## config.mk

```make
export PLATFORM = sky130hd
export DESIGN_NAME = rds_station_name_decoder_flat
export DESIGN_NICKNAME = d
export VERILOG_FILES = /design/src/hdl/rdsn_pkg.sv /design/src/hdl/rdsn_channels.sv /design/src/hdl/rdsn_csr.sv /design/src/hdl/rdsn_name_store.sv /design/src/hdl/rds_station_name_decoder.sv /design/src/flat_wrapper.sv
export VERILOG_INCLUDE_DIRS = /design/src /design/src/hdl
export SDC_FILE = /design/constraint.sdc
export NUM_CORES = 1
export LEC_CHECK = 0
export BUFFER_PORTS_ARGS = -buffer_cell sky130_fd_sc_hd__buf_2
export CAP_MARGIN = 20
export CORE_MARGIN = 4
export CORE_UTILIZATION = 35
export CTS_BUF_LIST = sky130_fd_sc_hd__clkbuf_16
export CTS_CLUSTER_SIZE = 28
export DETAILED_ROUTE_END_ITERATION = 7
export PLACE_DENSITY = 0.53
export SYNTH_ARGS = -nofsm -noshare
export SYNTH_HDL_FRONTEND = slang
export SYNTH_SLANG_ARGS = --single-unit
```

## constraint.sdc

```tcl
create_clock -name clock -period 3.1 [get_ports clock]
set_input_delay 0.155 -clock clock [delete_from_list [all_inputs] [get_ports clock]]
set_output_delay 0.155 -clock clock [all_outputs]
set_load 0.01 [all_outputs]
```

## src/hdl/rds_station_name_decoder_macros.svh

```systemverilog
// Assertion macros shared by the station name decoder RTL.
// Included by the modules that carry concurrent assertions; no other dependencies.
`ifndef RDS_STATION_NAME_DECODER_MACROS_SVH
`define RDS_STATION_NAME_DECODER_MACROS_SVH

// The consequent must hold in the same cycle as the antecedent.
`define RDSN_ASSERT_SAME(label, clk, rst, ante, cons) \
   label: assert property (@(posedge clk) disable iff (rst) (ante) |-> (cons)) \
      else $error("rds station name decoder assertion failed");

// The consequent must hold in the cycle after the antecedent.
`define RDSN_ASSERT_NEXT(label, clk, rst, ante, cons) \
   label: assert property (@(posedge clk) disable iff (rst) (ante) |=> (cons)) \
      else $error("rds station name decoder assertion failed");

`endif

```

## src/hdl/rdsn_pkg.sv

```systemverilog
// Types, constants and the per-character update rule of the station name decoder.
// Used by the channel interfaces and all decoder modules; no dependencies.
package rdsn_pkg;

   localparam int NAME_ROWS = 4;
   localparam int ROW_W = 2;
   localparam int CSR_ADDR_W = 3;
   localparam int CSR_DATA_W = 32;

   localparam logic [7:0] SPACE_CHAR = 8'h20;
   localparam logic [7:0] PRINT_LOW = 8'h20;
   localparam logic [7:0] PRINT_HIGH = 8'h7E;
   localparam logic [15:0] GROUP_MASK = 16'hF800;
   localparam logic [15:0] GROUP_0A = 16'h0000;
   localparam logic [15:0] GROUP_0B = 16'h0800;
   localparam logic DOUBLE_BUFFER_RESET = 1'b1;

   typedef enum logic {
      OP_DECODE = 1'b0,
      OP_CLEAR  = 1'b1
   } op_type;

   typedef enum logic {
      REG_DOUBLE_BUFFER = 1'b0
   } reg_index_type;

   typedef logic [7:0] char_type;

   typedef struct packed {
      char_type first;
      char_type second;
   } pair_type;

   typedef struct packed {
      char_type shown;
      char_type candidate;
   } slot_type;

   typedef struct packed {
      logic        operation;
      logic [15:0] block_b;
      logic [15:0] block_d;
   } req_word_type;

   typedef struct packed {
      logic             accepted;
      logic [ROW_W-1:0] segment;
      char_type         shown_first;
      char_type         shown_second;
   } rsp_word_type;

   typedef struct packed {
      logic             enable;
      logic             clear;
      logic             accepted;
      logic [ROW_W-1:0] row;
      pair_type         chars;
   } step_type;

   function automatic slot_type put_char(slot_type cur, char_type c, logic double_buffer);
      slot_type nxt;
      nxt = cur;
      if (cur.candidate == c) begin
         nxt.shown = c;
      end else if (c inside {[PRINT_LOW:PRINT_HIGH]}) begin
         if (double_buffer) begin
            nxt.candidate = c;
         end else begin
            nxt.shown = c;
         end
      end
      return nxt;
   endfunction

endpackage

```

## src/hdl/rdsn_channels.sv

```systemverilog
// Valid/ready channel interfaces for the group words and the result words.
// Depends on rdsn_pkg for the field widths.
interface rdsn_req_if;
   logic        valid;
   logic        ready;
   logic        operation;
   logic [15:0] block_b;
   logic [15:0] block_d;

   modport source (output valid, output operation, output block_b, output block_d,
                   input ready);
   modport sink (input valid, input operation, input block_b, input block_d,
                 output ready);
endinterface

interface rdsn_rsp_if;
   logic                       valid;
   logic                       ready;
   logic                       accepted;
   logic [rdsn_pkg::ROW_W-1:0] segment;
   rdsn_pkg::char_type         shown_first;
   rdsn_pkg::char_type         shown_second;

   modport source (output valid, output accepted, output segment, output shown_first,
                   output shown_second, input ready);
   modport sink (input valid, input accepted, input segment, input shown_first,
                 input shown_second, output ready);
endinterface

```

## src/hdl/rdsn_csr.sv

```systemverilog
// APB-style configuration register block holding the double buffering enable.
// Depends on rdsn_pkg for the address width, data width and register index.
module rdsn_csr (
   input  logic                            clock,
   input  logic                            reset,
   input  logic                            psel,
   input  logic                            penable,
   input  logic                            pwrite,
   input  logic [rdsn_pkg::CSR_ADDR_W-1:0] paddr,
   input  logic [rdsn_pkg::CSR_DATA_W-1:0] pwdata,
   output logic [rdsn_pkg::CSR_DATA_W-1:0] prdata,
   output logic                            pready,
   output logic                            double_buffer
);

   logic double_buffer_ff;
   logic double_buffer_in;
   logic hit;

   assign hit = (paddr[rdsn_pkg::CSR_ADDR_W-1] == rdsn_pkg::REG_DOUBLE_BUFFER);
   assign pready = 1'b1;

   always_comb begin
      double_buffer_in = double_buffer_ff;
      if (psel && penable && pwrite && pready && hit) begin
         double_buffer_in = pwdata[0];
      end
   end

   always_ff @(posedge clock) begin
      if (reset) begin
         double_buffer_ff <= rdsn_pkg::DOUBLE_BUFFER_RESET;
      end else begin
         double_buffer_ff <= double_buffer_in;
      end
   end

   always_comb begin
      prdata = '0;
      if (hit) begin
         prdata[0] = double_buffer_ff;
      end
   end

   assign double_buffer = double_buffer_ff;

endmodule

```

## src/hdl/rdsn_name_store.sv

```systemverilog
// Shown and candidate name stores, kept as four character pairs each, with their update.
// Depends on rdsn_pkg for the step and result words and the character update rule.
module rdsn_name_store (
   input  logic                   clock,
   input  logic                   reset,
   input  logic                   double_buffer,
   input  rdsn_pkg::step_type     step,
   output rdsn_pkg::rsp_word_type result
);

   rdsn_pkg::pair_type shown_ff [rdsn_pkg::NAME_ROWS];
   rdsn_pkg::pair_type shown_in [rdsn_pkg::NAME_ROWS];
   rdsn_pkg::pair_type cand_ff  [rdsn_pkg::NAME_ROWS];
   rdsn_pkg::pair_type cand_in  [rdsn_pkg::NAME_ROWS];

   rdsn_pkg::pair_type shown_row;
   rdsn_pkg::pair_type cand_row;
   rdsn_pkg::slot_type slot_first;
   rdsn_pkg::slot_type slot_second;
   rdsn_pkg::pair_type space_pair;

   assign space_pair = '{first: rdsn_pkg::SPACE_CHAR, second: rdsn_pkg::SPACE_CHAR};
   assign shown_row = shown_ff[step.row];
   assign cand_row = cand_ff[step.row];

   always_comb begin
      slot_first = rdsn_pkg::put_char('{shown: shown_row.first, candidate: cand_row.first},
                                      step.chars.first, double_buffer);
      slot_second = rdsn_pkg::put_char('{shown: shown_row.second, candidate: cand_row.second},
                                       step.chars.second, double_buffer);
   end

   always_comb begin
      for (int r = 0; r < rdsn_pkg::NAME_ROWS; r++) begin
         shown_in[r] = shown_ff[r];
         cand_in[r] = cand_ff[r];
      end
      if (step.enable) begin
         if (step.clear) begin
            for (int r = 0; r < rdsn_pkg::NAME_ROWS; r++) begin
               shown_in[r] = space_pair;
               cand_in[r] = space_pair;
            end
         end else if (step.accepted) begin
            shown_in[step.row] = '{first: slot_first.shown, second: slot_second.shown};
            cand_in[step.row] = '{first: slot_first.candidate, second: slot_second.candidate};
         end
      end
   end

   always_ff @(posedge clock) begin
      if (reset) begin
         for (int r = 0; r < rdsn_pkg::NAME_ROWS; r++) begin
            shown_ff[r] <= space_pair;
            cand_ff[r] <= space_pair;
         end
      end else begin
         for (int r = 0; r < rdsn_pkg::NAME_ROWS; r++) begin
            shown_ff[r] <= shown_in[r];
            cand_ff[r] <= cand_in[r];
         end
      end
   end

   always_comb begin
      result.accepted = step.accepted;
      result.segment = step.row;
      if (step.clear) begin
         result.shown_first = rdsn_pkg::SPACE_CHAR;
         result.shown_second = rdsn_pkg::SPACE_CHAR;
      end else if (step.accepted) begin
         result.shown_first = slot_first.shown;
         result.shown_second = slot_second.shown;
      end else begin
         result.shown_first = shown_row.first;
         result.shown_second = shown_row.second;
      end
   end

endmodule

```

## src/hdl/rds_station_name_decoder.sv

```systemverilog
// Top level of the RDS station name decoder: input register, name stores, result register.
// Depends on rdsn_pkg, rdsn_channels, rdsn_csr, rdsn_name_store and the macro header.
//
//   channel  direction  handshake          payload
//   req_ch   in         valid/ready        operation, block_b, block_d
//   rsp_ch   out        valid/ready        accepted, segment, shown_first, shown_second
//   csr      in         APB psel/penable   double_buffer_enable at byte address 0
//
// A word passes the input and then the result register; one is accepted per cycle unless stalled.
// The update of a character pair happens between the input register and the result register.
// Reset is synchronous and fills both name stores with spaces at once.
// A stalled result holds the result register; the input register then holds one more word.
`include "rds_station_name_decoder_macros.svh"

module rds_station_name_decoder (
   input  logic                            clock,
   input  logic                            reset,
   rdsn_req_if.sink                        req_ch,
   rdsn_rsp_if.source                      rsp_ch,
   input  logic                            psel,
   input  logic                            penable,
   input  logic                            pwrite,
   input  logic [rdsn_pkg::CSR_ADDR_W-1:0] paddr,
   input  logic [rdsn_pkg::CSR_DATA_W-1:0] pwdata,
   output logic [rdsn_pkg::CSR_DATA_W-1:0] prdata,
   output logic                            pready
);

   logic                   double_buffer;
   logic                   s1_valid_ff;
   logic                   s1_valid_in;
   rdsn_pkg::req_word_type s1_word_ff;
   rdsn_pkg::req_word_type s1_word_in;
   logic                   rsp_valid_ff;
   logic                   rsp_valid_in;
   rdsn_pkg::rsp_word_type rsp_word_ff;
   rdsn_pkg::rsp_word_type rsp_word_in;
   logic                   req_accept;
   logic                   s1_advance;
   logic [15:0]            group;
   logic                   is_clear;
   rdsn_pkg::step_type     step;
   rdsn_pkg::rsp_word_type result;

   rdsn_csr u_csr (
      .clock         (clock),
      .reset         (reset),
      .psel          (psel),
      .penable       (penable),
      .pwrite        (pwrite),
      .paddr         (paddr),
      .pwdata        (pwdata),
      .prdata        (prdata),
      .pready        (pready),
      .double_buffer (double_buffer)
   );

   assign s1_advance = s1_valid_ff && (!rsp_valid_ff || rsp_ch.ready);
   assign req_ch.ready = !s1_valid_ff || s1_advance;
   assign req_accept = req_ch.valid && req_ch.ready;

   always_comb begin
      s1_valid_in = req_accept || (s1_valid_ff && !s1_advance);
      s1_word_in = s1_word_ff;
      if (req_accept) begin
         s1_word_in = '{operation: req_ch.operation, block_b: req_ch.block_b,
                        block_d: req_ch.block_d};
      end
   end

   assign group = s1_word_ff.block_b & rdsn_pkg::GROUP_MASK;
   assign is_clear = (s1_word_ff.operation == rdsn_pkg::OP_CLEAR);

   always_comb begin
      step.enable = s1_advance;
      step.clear = is_clear;
      step.accepted = !is_clear && (group == rdsn_pkg::GROUP_0A || group == rdsn_pkg::GROUP_0B);
      step.row = is_clear ? '0 : s1_word_ff.block_b[rdsn_pkg::ROW_W-1:0];
      step.chars = '{first: s1_word_ff.block_d[15:8], second: s1_word_ff.block_d[7:0]};
   end

   rdsn_name_store u_store (
      .clock         (clock),
      .reset         (reset),
      .double_buffer (double_buffer),
      .step          (step),
      .result        (result)
   );

   always_comb begin
      rsp_valid_in = s1_advance || (rsp_valid_ff && !rsp_ch.ready);
      rsp_word_in = s1_advance ? result : rsp_word_ff;
   end

   always_ff @(posedge clock) begin
      if (reset) begin
         s1_valid_ff <= 1'b0;
         rsp_valid_ff <= 1'b0;
      end else begin
         s1_valid_ff <= s1_valid_in;
         rsp_valid_ff <= rsp_valid_in;
      end
   end

   always_ff @(posedge clock) begin
      s1_word_ff <= s1_word_in;
      rsp_word_ff <= rsp_word_in;
   end

   assign rsp_ch.valid = rsp_valid_ff;
   assign rsp_ch.accepted = rsp_word_ff.accepted;
   assign rsp_ch.segment = rsp_word_ff.segment;
   assign rsp_ch.shown_first = rsp_word_ff.shown_first;
   assign rsp_ch.shown_second = rsp_word_ff.shown_second;

   `RDSN_ASSERT_NEXT(a_advance_gives_result, clock, reset, s1_advance, rsp_valid_ff)
   `RDSN_ASSERT_SAME(a_full_blocks_input, clock, reset,
                     s1_valid_ff && rsp_valid_ff && !rsp_ch.ready, !req_ch.ready)
   `RDSN_ASSERT_NEXT(a_clear_result, clock, reset, s1_advance && is_clear,
                     !rsp_word_ff.accepted && rsp_word_ff.segment == '0 &&
                     rsp_word_ff.shown_first == rdsn_pkg::SPACE_CHAR &&
                     rsp_word_ff.shown_second == rdsn_pkg::SPACE_CHAR)

endmodule
```

## src/flat_wrapper.sv

```systemverilog
// flat-port wrapper written by rule: the top's interface ports become plain ports
module rds_station_name_decoder_flat 
  (clock, reset, psel, penable, pwrite, paddr, pwdata, prdata, pready, req_ch_valid, req_ch_operation, req_ch_block_b, req_ch_block_d, req_ch_ready, rsp_ch_valid, rsp_ch_accepted, rsp_ch_segment, rsp_ch_shown_first, rsp_ch_shown_second, rsp_ch_ready);
  rdsn_req_if req_ch_i ();
  rdsn_rsp_if rsp_ch_i ();
  input  logic clock;
  input  logic reset;
  input  logic psel;
  input  logic penable;
  input  logic pwrite;
  input  logic [rdsn_pkg::CSR_ADDR_W-1:0] paddr;
  input  logic [rdsn_pkg::CSR_DATA_W-1:0] pwdata;
  output logic [rdsn_pkg::CSR_DATA_W-1:0] prdata;
  output logic pready;
  input wire logic [$bits(req_ch_i.valid)-1:0] req_ch_valid;
  input wire logic [$bits(req_ch_i.operation)-1:0] req_ch_operation;
  input wire logic [$bits(req_ch_i.block_b)-1:0] req_ch_block_b;
  input wire logic [$bits(req_ch_i.block_d)-1:0] req_ch_block_d;
  output wire logic [$bits(req_ch_i.ready)-1:0] req_ch_ready;
  output wire logic [$bits(rsp_ch_i.valid)-1:0] rsp_ch_valid;
  output wire logic [$bits(rsp_ch_i.accepted)-1:0] rsp_ch_accepted;
  output wire logic [$bits(rsp_ch_i.segment)-1:0] rsp_ch_segment;
  output wire logic [$bits(rsp_ch_i.shown_first)-1:0] rsp_ch_shown_first;
  output wire logic [$bits(rsp_ch_i.shown_second)-1:0] rsp_ch_shown_second;
  input wire logic [$bits(rsp_ch_i.ready)-1:0] rsp_ch_ready;
  assign req_ch_i.valid = req_ch_valid;
  assign req_ch_i.operation = req_ch_operation;
  assign req_ch_i.block_b = req_ch_block_b;
  assign req_ch_i.block_d = req_ch_block_d;
  assign req_ch_ready = req_ch_i.ready;
  assign rsp_ch_valid = rsp_ch_i.valid;
  assign rsp_ch_accepted = rsp_ch_i.accepted;
  assign rsp_ch_segment = rsp_ch_i.segment;
  assign rsp_ch_shown_first = rsp_ch_i.shown_first;
  assign rsp_ch_shown_second = rsp_ch_i.shown_second;
  assign rsp_ch_i.ready = rsp_ch_ready;
  rds_station_name_decoder u_core (.clock(clock), .reset(reset), .req_ch(req_ch_i), .rsp_ch(rsp_ch_i), .psel(psel), .penable(penable), .pwrite(pwrite), .paddr(paddr), .pwdata(pwdata), .prdata(prdata), .pready(pready));
endmodule
```

==> flow_metrics.py, run 1 <==
metrics = {
    "run_status": {
        "outcome": "completed",
    },
    "synthesis": {
        "yosysTopAreaCell": "dfxtp_1",
        "yosys_warnings": 0,
        "syn-instance-count": 978,
        "syn_avg_cell_area_um2": 8.813,
        "synth_edf_count": 42,
        "yosysTopAreaCellShare_pct": 30.43,
        "synth_cell_type_count": 70,
        "ys.flop_type": "dfxtp_1",
        "synth_area_um2": 8620,
        "ys_ff_latch": 173,
        "synth.area.top_cells": "dfxtp_1 (30%), edfxtp_1 (15%), nand2_1 (6.0%), mux2i_1 (5.0%), o21ai_0 (4.5%)",
        "seq_area_frac_synth_pct": 45.06,
        "async_reset_ff_share_pct": 0,
    },
    "timing": {
        "min_period_ns": 3.087,
        "tightestPinTransition_ns": 1.017,
        "slew_viol_final": 0,
        "setup_tns_ns": 0,
        "setup_viol": 0,
        "hold_violations": 0,
        "fin_ws_ns": 0.01268,
        "rsz0062_at_grt": "true",
        "min_period_over_period_pct": 99.59,
        "relSlewSlack_pct": 32.20,
        "clock-skew-final_ns": 0.01210,
        "clock.fmax_mhz": 323.9,
    },
    "place": {
        "dp_slack_ns": -0.04232,
        "dp_hpwl_mm": 19.56,
        "routabilityCongestion": 0.8825,
        "port_buffers": 53,
    },
    "clocking": {
        "cts_buffers": 17,
        "clk_latency_ns": 0.44,
        "cts_tree": "yes",
        "cts_max_level": 4,
        "cts.clk_slew.worst_paths_ns": 0.07,
        "cts_buffer_depth": 2,
        "cts.sinks": 173,
        "clockRootBuffer": "clkbuf_16",
    },
    "worst_setup_path": {
        "path_max_fanout": 16,
        "rrSetupSlack_ns": 0.01,
        "cp-start-kind": "flop",
        "crit_path_top_delay_cell": "or4b_1",
        "cp-end-kind": "flop",
        "critPathArrivalTime_ns": 3.47,
        "reg2reg_from": "u_core.is_clear",
        "crit_family": "simple AND/OR/NAND/NOR gates",
        "crit_path_cell_trace": "o21ba_2 -> o22ai_1 -> a22o_1 -> or4b_1 -> or4_4 -> buf_4 -> a211oi_2 -> a221o_1",
        "crit_required_ns": 3.48,
        "critPathKind": "reg -> reg",
        "crit_buf_inv": 1,
        "max_stage_delay_ns": 0.59,
        "rr_worst_depth": 8,
        "r2r_end": "u_core.u_store.cand_ff[0][9]",
    },
    "drt": {
        "wl_mm": 28.13,
        "ant_nets": 0,
        "dr.pass1.iters": 5,
        "drt_iter0_markers": 869,
        "dr_total_vias": 7976,
        "wl_per_cell_um": 19.68,
        "drc": 0,
        "vias_per_cell": 5.582,
    },
    "power_and_ir_drop": {
        "irDropWorstVdd_v": 0.0003125,
        "power.density_nw_per_um2": 480.1,
        "leakage_uw": 0.003976,
    },
    "hold_path": {
        "holdPathStages": 4,
        "whs_endpoint": "u_core.rsp_ch.valid",
        "hp-class": "in -> reg",
        "hold_start": "rsp_ch_ready",
    },
    "global_routing": {
        "track_usage_pct": 20.81,
        "globalRoute.totalOverflow": 0,
        "grt_pass1_wl_mm": 43.24,
        "grt_pass1_vias": 7305,
        "antenna_found_initial": 0,
        "grt_max_degree": 33,
    },
    "cells_and_area": {
        "layout.nets": 1167,
        "layout_commonest_cell": "nand2_1",
        "syn_to_final_growth_pct": 22.08,
        "drive_gt1_share_pct": 20.36,
        "antenna_cells": 0,
        "layout_common_cells": "nand2_1 (138), dfxtp_1 (131), buf_4 (89)",
        "nFillCells": 2416,
    },
    "die": {
        "die_area_um2": 27200,
        "rows": 57,
        "ioPinCount": 129,
        "coreArea_um2": 24250,
        "start_util_pct": 35.55,
        "die_x_um": 164.9,
        "die_h_um": 164.9,
    },
    "flow_run": {
        "maxCapViolCount": 0,
    },
}
logic make-up after synthesis:
kind of cell	Yosys count	synth area share, %
AND/OR/NAND/NOR	349	19.15
AO/OA/AOI/OAI	272	21.61
flip-flops	173	45.06
buffers and inverters	126	7.388
multiplexers	55	6.605
other	2	0.08713
XOR/XNOR	1	0.1016
how the worst max path moves through the flow:
stage	slack, ns	to	cells past startpoint	from
final	0.01	u_core.u_store.cand_ff[0][9]	8	u_core.is_clear
after global routing	-0.08	u_core.u_store.shown_ff[0][2]	11	u_core.s1_word_ff[16]
after CTS	0.003	u_core.rsp_ch.shown_first[7]	7	u_core.is_clear
after detailed placement	-0.04	u_core.rsp_ch.shown_first[7]	8	u_core.s1_word_ff[16]
after global placement	0.02	u_core.u_store.cand_ff[0][12]	9	u_core.s1_word_ff[16]
after floorplan	0.1	u_core.rsp_ch.shown_first[7]	9	u_core.s1_word_ff[17]
routing by layer:
metal / vias to the layer above / part of all wire (%) / track usage [%]
met3: 31 / 8.1 / 3.669
met4: 0 / 1.4 / 6.011
met2: 356 / 43 / 30.77
met1: 3851 / 47 / 30.99
met5: - / 0 / 0
li1: 3738 / - / -
registers in the layout, summed over array words and instances (netlist names), 2 cells and up:
register and flops:
u_core.u_store.cand_ff 64, u_core.group 4, u_core.rsp_ch.segment 2, u_core.rsp_ch.shown_first 8, u_core.u_store.shown_ff 64, u_core.s1_word_ff 18, u_core.rsp_ch.shown_second 8
final cells by class:
| class | count | area (um^2) | share of cell area, % |
|---|---|---|---|
| multi-input combinational | 709 | 4290 | 40.77 |
| tap | 324 | 405.4 | 3.853 |
| clock inverter | 14 | 97.59 | 0.9275 |
| clock buffer | 18 | 450.4 | 4.281 |
| sequential | 173 | 3884 | 36.91 |
| inverter | 16 | 60.06 | 0.5707 |
| timing repair buffer | 175 | 1335 | 12.69 |
synth_stat cells, types with 15 or more instances:
cell type	number
a221o_1	26
clkbuf_1	51
nor3_1	24
a21oi_1	54
dfxtp_1	131
inv_1	15
nand3_1	19
o21ai_0	77
or4_1	18
nor2_1	87
mux2i_1	43
o22ai_1	16
nand2_1	138
o211ai_1	30
buf_4	35
edfxtp_1	42
tightest hold or removal path: cells and delay by family:
family | cells | cell delay (ns)
buffers and inverters | 1 | 0.07
AND/OR/NAND/NOR | 3 | 0.19
through the flow:
stage	std cells	total power [uW]	hold WS (ns)	area [um^2]	util, %
floorplan	1008	2801	0.2539	8732	-
global route	1429	5237	0.03643	10520	43.40
finish	1429	5052	0.02858	10520	43.40
CTS	1426	5072	0.01419	10450	43.09
detailed placement	1369	3031	0.3331	9643	39.77
global placement	1369	3029	0.3320	9643	39.77
report_power, final:
group	internal (uW)	switching (uW)	total (uW)
combinational	240	388	628
clock	1070	956	2030
sequential	2360	38.1	2400
what timing repair did:
item | CTS | global route
endpoints found under the setup margin | 8 | 85
hold buffers | 25 | 0
endpoints found under the hold margin | 25 | 0
buffers inserted | 0 | 3
gates resized for setup | 1 | 12
pin swaps | 1 | 8
Note: power is estimated with default switching activity, not from simulation.
==> run 2, diff against run 1 <==
- REMOVE_ABC_BUFFERS: unset -> 1
==> run 2 against run 1 <==
The run now ends with setup timing left; sequential power hardly changed; worst hold slack better by 0.026 ns; maximum frequency is 1.0% lower; global-route usage is 0.43 points higher; routed wire length is 3.8% higher; largest cell class unchanged; highest routed layer unchanged.
==> flow_metrics.py, run 2 (synthesized netlist as in run 1, its figures left out) <==
metrics = {
    "run_status": {
        "violations": "setup timing",
        "outcome": "complete, but fails checks",
    },
    "clocking": {
        "cts_buffers": 17,
        "cts.clk_slew.worst_paths_ns": 0.07,
        "cts_max_level": 4,
        "clockRootBuffer": "clkbuf_16",
        "cts.sinks": 173,
        "cts_tree": "yes",
        "cts_buffer_depth": 2,
        "clk_latency_ns": 0.44,
    },
    "timing": {
        "clock.fmax_mhz": 320.7,
        "tightestPinTransition_ns": 1.110,
        "clock-skew-final_ns": 0.01033,
        "hold_violations": 0,
        "min_period_over_period_pct": 100.6,
        "slew_viol_final": 0,
        "rsz0062_at_grt": "true",
        "setup_tns_ns": -0.1165,
        "relSlewSlack_pct": 25.90,
        "fin_ws_ns": -0.01843,
        "setup_viol": 15,
        "min_period_ns": 3.118,
    },
    "global_routing": {
        "globalRoute.totalOverflow": 0,
        "antenna_found_initial": 0,
        "grt_pass1_vias": 7427,
        "grt_pass1_wl_mm": 44.15,
        "track_usage_pct": 21.24,
        "grt_max_degree": 33,
    },
    "die": {
        "start_util_pct": 35.55,
        "ioPinCount": 129,
        "coreArea_um2": 24250,
        "die_area_um2": 27200,
        "die_h_um": 164.9,
        "die_x_um": 164.9,
        "rows": 57,
    },
    "cells_and_area": {
        "antenna_cells": 0,
        "drive_gt1_share_pct": 23.42,
        "nFillCells": 2418,
        "regArea_um2": 3884,
        "final_cells": 1447,
        "multi_input_area_um2": 4494,
        "reg_top3": "u_core.u_store.cand_ff: 64 flops, u_core.u_store.shown_ff: 64 flops, u_core.s1_word_ff: 18 flops",
        "layout.nets": 1185,
        "syn_to_final_growth_pct": 26.53,
        "design_area_um2": 10910,
        "layout_commonest_cell": "nand2_1",
        "layout_common_cells": "nand2_1 (137), dfxtp_1 (131), buf_4 (90)",
    },
    "worst_setup_path": {
        "cp-end-kind": "flop",
        "crit_buf_inv": 8,
        "crit_family": "buffers and inverters",
        "critPathKind": "reg -> reg",
        "crit_path_top_delay_cell": "a2111o_1",
        "crit_required_ns": 3.42,
        "critPathArrivalTime_ns": 3.44,
        "cp-start-kind": "flop",
        "path_max_fanout": 13,
        "crit_path_cell_trace": "buf_12 -> buf_6 -> nand2b_1 -> buf_6 -> a2bb2oi_1 -> o22ai_1 -> a2111o_1 -> buf_6 -> nor4_4 -> buf_6 -> buf_12 -> buf_8 -> buf_6 -> or4_1 -> o211ai_1",
        "max_stage_delay_ns": 0.39,
        "cpMostUsedCell": "buf_6",
    },
    "power_and_ir_drop": {
        "pwr-share-seq_pct": 47.0,
        "p_total_uw": 5111,
        "power.density_nw_per_um2": 468.6,
        "p_int_uw": 3663,
        "p_sw_uw": 1448,
        "combPwrFrac_pct": 13.1,
        "p_sw_share_pct": 28.33,
        "irDropWorstVdd_v": 0.0003444,
        "pwr-share-clk_pct": 39.9,
        "leakage_uw": 0.004150,
    },
    "place": {
        "routabilityCongestion": 0.9349,
        "place_inst": 1372,
        "port_buffers": 53,
        "dp_hpwl_mm": 19.71,
        "dp_slack_ns": -0.06258,
        "place_area_um2": 9633,
    },
    "hold_path": {
        "hp-class": "in -> reg",
    },
    "drt": {
        "dr_total_vias": 8004,
        "ant_nets": 0,
        "wl_mm": 29.20,
        "drt_iter0_markers": 719,
        "dr.pass1.iters": 5,
        "wl_per_cell_um": 20.18,
        "vias_per_cell": 5.531,
        "drc": 0,
    },
    "flow_run": {
        "maxCapViolCount": 0,
    },
}
==> run 2: repair_timing <==
action | 4_1_cts | 5_1_grt
resized for setup | 1 | 76
endpoints found under the setup margin | 38 | 84
hold endpoints to repair | 25 | 0
hold buffers | 25 | 0
buffers inserted | 1 | 16
pin swaps | 0 | 19
gates cloned | 0 | 1
==> run 2: worst paths after layout <==
check        slack (ns)                          start                             end  cells after the start
max               -0.02          u_core.s1_word_ff[16]  u_core.u_store.shown_ff[3][10]                     15
min                0.05                   rsp_ch_ready             u_core.rsp_ch.valid                      4
max reg2reg       -0.02          u_core.s1_word_ff[16]  u_core.u_store.shown_ff[3][10]                     15
min reg2reg        0.45  u_core.u_store.shown_ff[2][1]   u_core.u_store.shown_ff[2][1]                      2
==> run 2: metal layers <==
layer | global-route usage (%) | routed length (um) | part of all wire, % | vias to the layer above
met3 | 3.843 | 2043 | 7.0 | 47
met1 | 30.06 | 13360 | 46 | 3841
met4 | 6.011 | 686 | 2.3 | 0
met5 | 0 | 0 | 0 | -
met2 | 33.28 | 13110 | 45 | 322
li1 | - | - | - | 3794
==> run 2: power groups by stage <==
stage	registers, uW	logic (uW)	clock network [uW]
after global routing	2410	715	2160
after floorplan	2470	277	0
final	2400	668	2040
after global placement	2450	576	0
after detailed placement	2450	577	0
after CTS	2400	606	2070
==> run 2: tightest hold or removal path: cells and delay by family <==
family	cells	cell delay (ns)
buf+inv	1	0.07
simple gates	3	0.23
==> run 2: through the flow <==
step | util, % | hold WS [ns]
after floorplan | - | 0.2241
after global placement | 39.73 | 0.3323
after detailed placement | 39.73 | 0.3331
after CTS | 43.04 | 0.04904
after global routing | 44.98 | 0.06685
final | 44.98 | 0.05421
==> run 2: cell type report <==
class                      count  area share (%)
clock buffer                  17           3.900
sequential                   173           35.61
inverter                      16          0.5506
tap                          324           3.717
multi-input combinational    709           41.21
clock inverter                15           1.078
timing repair buffer         193           13.94
==> run 3, diff against run 2 <==
- RECOVER_POWER: unset -> 50
==> run 3 against run 2 <==
The run still ends with setup timing left; sequential share of layout area increased by 0.17 points; first-iteration DRC count decreased by 5.3%; power decreased by 0.16%; routed wire length decreased by 0.27%; count of clock-buffer cells in the layout unchanged; maximum frequency decreased by 0.40%; worst hold slack got worse by 0.027 ns; combinational power decreased by 1%; sequential cell count unchanged; utilization decreased by 0.21 points; worst setup slack got worse by 0.013 ns; largest power group unchanged.
==> flow_metrics.py, run 3 (synthesized netlist as in run 1, its figures left out) <==
metrics = {
    "run_status": {
        "outcome": "complete, but fails checks",
        "violations": "setup timing",
    },
    "cells_and_area": {
        "regArea_um2": 3884,
        "drive_gt1_share_pct": 20.93,
        "layout_common_cells": "nand2_1 (137), dfxtp_1 (131), buf_4 (86)",
        "layout.nets": 1185,
        "reg_top3": "u_core.u_store.cand_ff: 64 flops, u_core.u_store.shown_ff: 64 flops, u_core.s1_word_ff: 18 flops",
        "design_area_um2": 10860,
        "final_core_util_pct": 44.77,
        "syn_to_final_growth_pct": 25.94,
        "nFillCells": 2434,
        "antenna_cells": 0,
        "layout_commonest_cell": "nand2_1",
        "multi_input_area_um2": 4487,
    },
    "clocking": {
        "clk_latency_ns": 0.44,
        "clockRootBuffer": "clkbuf_16",
        "cts_tree": "yes",
        "cts_max_level": 4,
        "cts_buffer_depth": 2,
        "cts_buffers": 17,
        "cts.sinks": 173,
        "cts.clk_slew.worst_paths_ns": 0.07,
    },
    "global_routing": {
        "grt_pass1_wl_mm": 44.15,
        "grt_util_met1_pct": 30.06,
        "antenna_found_initial": 0,
        "track_usage_pct": 21.24,
        "grt_pass1_vias": 7427,
        "grt_use_met2_pct": 33.28,
        "use_met3_pct": 3.843,
        "globalRoute.totalOverflow": 0,
        "top_usage_layer": "met2",
        "grt_max_degree": 33,
    },
    "hold_path": {
        "hp-class": "in -> reg",
        "hold_start": "rsp_ch_ready",
        "holdPathStages": 4,
        "whs_endpoint": "u_core.rsp_ch.valid",
    },
    "place": {
        "dp_hpwl_mm": 19.71,
        "dp_slack_ns": -0.06258,
        "routabilityCongestion": 0.9349,
        "port_buffers": 53,
        "place_area_um2": 9633,
    },
    "worst_setup_path": {
        "critPathArrivalTime_ns": 3.30,
        "cp-end-kind": "flop",
        "crit_required_ns": 3.27,
        "crit_path_top_delay_cell": "or4_4",
        "path_max_fanout": 4,
        "rrSetupSlack_ns": -0.03,
        "crit_path_cell_trace": "buf_4 -> nor3b_1 -> buf_4 -> a21o_1 -> o32ai_1 -> or4b_4 -> or4_4 -> a21oi_4 -> buf_4 -> o31ai_1",
        "cpMostUsedCell": "buf_4",
        "r2r_end": "u_core.rsp_ch.shown_first[2]",
        "rr_worst_depth": 10,
        "critPathKind": "reg -> reg",
        "cp-start-kind": "flop",
        "max_stage_delay_ns": 0.57,
        "reg2reg_from": "u_core.is_clear",
    },
    "timing": {
        "fin_ws_ns": -0.03106,
        "setup_tns_ns": -0.2409,
        "tightestPinTransition_ns": 1.488,
        "min_period_ns": 3.131,
        "min_period_over_period_pct": 101.0,
        "clock-skew-final_ns": 0.01114,
        "clock.fmax_mhz": 319.4,
        "setup_viol": 18,
        "slew_viol_final": 0,
        "relSlewSlack_pct": 0.8231,
        "rsz0062_at_grt": "true",
        "hold_violations": 0,
    },
    "drt": {
        "drc": 0,
        "dr.pass1.iters": 6,
        "dr_total_vias": 7979,
        "wl_mm": 29.12,
        "wl_per_cell_um": 20.12,
        "drt_iter0_markers": 681,
        "vias_per_cell": 5.514,
        "ant_nets": 0,
    },
    "die": {
        "start_util_pct": 35.55,
        "die_x_um": 164.9,
        "rows": 57,
        "die_area_um2": 27200,
        "die_h_um": 164.9,
        "coreArea_um2": 24250,
        "ioPinCount": 129,
    },
    "power_and_ir_drop": {
        "power.density_nw_per_um2": 470.0,
        "leakage_uw": 0.004072,
        "irDropWorstVdd_v": 0.0003388,
    },
    "flow_run": {
        "maxCapViolCount": 0,
    },
}
==> run 3: power breakdown <==
| part | internal, uW | switching, uW |
|---|---|---|
| clock network | 1040 | 996 |
| registers | 2360 | 45.1 |
| logic | 257 | 403 |
| total | 3660 | 1440 |
==> run 3: layout make-up <==
cell class	instances	share of cell area, %
Clock buffer	17	3.919
Clock inverter	15	1.083
Inverter	16	0.5533
Multi-Input combinational cell	709	41.33
Sequential cell	173	35.78
Tap cell	324	3.734
Timing Repair Buffer	193	13.60
==> run 3: through the flow <==
| step | hold slack (ns) | instances | total power (uW) |
|---|---|---|---|
| after floorplan | 0.2241 | 898 | 2742 |
| after global placement | 0.3323 | 1372 | 3026 |
| after detailed placement | 0.3331 | 1372 | 3028 |
| after CTS | 0.04904 | 1430 | 5071 |
| after global routing | 0.03877 | 1447 | 5280 |
| final | 0.02746 | 1447 | 5102 |
==> run 3: worst max-delay path, delay by kind of cell, from the launching register on <==
kind | cells | cell delay [ns]
and+or+nand+nor | 3 | 1.39
buffers and inverters | 3 | 0.55
AOI/OAI and AO/OA | 4 | 0.46
DFF | 1 | 0.46
==> run 3: timing repair <==
| item | CTS | global route |
|---|---|---|
| gates resized for setup | 1 | 76 |
| setup buffers | 1 | 16 |
| gates cloned | 0 | 1 |
| endpoints found under the hold margin | 25 | 0 |
| pin swaps | 0 | 19 |
| hold buffers | 25 | 0 |
| setup endpoints to repair | 38 | 84 |
==> run 3: worst max path at each step <==
stage	start	endpoint	slack (ns)	cells after the start
finish	u_core.is_clear	u_core.rsp_ch.shown_first[2]	-0.03	10
global route	u_core.s1_word_ff[16]	u_core.u_store.cand_ff[1][9]	-0.1	14
CTS	u_core.s1_word_ff[16]	u_core.rsp_ch.shown_first[0]	0.004	12
detailed placement	u_core.is_clear	u_core.u_store.cand_ff[1][11]	-0.06	13
global placement	u_core.is_clear	u_core.u_store.cand_ff[1][11]	-0.08	13
floorplan	u_core.s1_word_ff[17]	u_core.u_store.shown_ff[2][13]	-1.99	7
==> run 3: metal layers <==
| layer | wire length (um) | share of wire, % |
|---|---|---|
| met2 | 13240 | 45 |
| met3 | 1736 | 6.0 |
| met1 | 13510 | 46 |
| met4 | 634 | 2.2 |
| met5 | 0 | 0 |
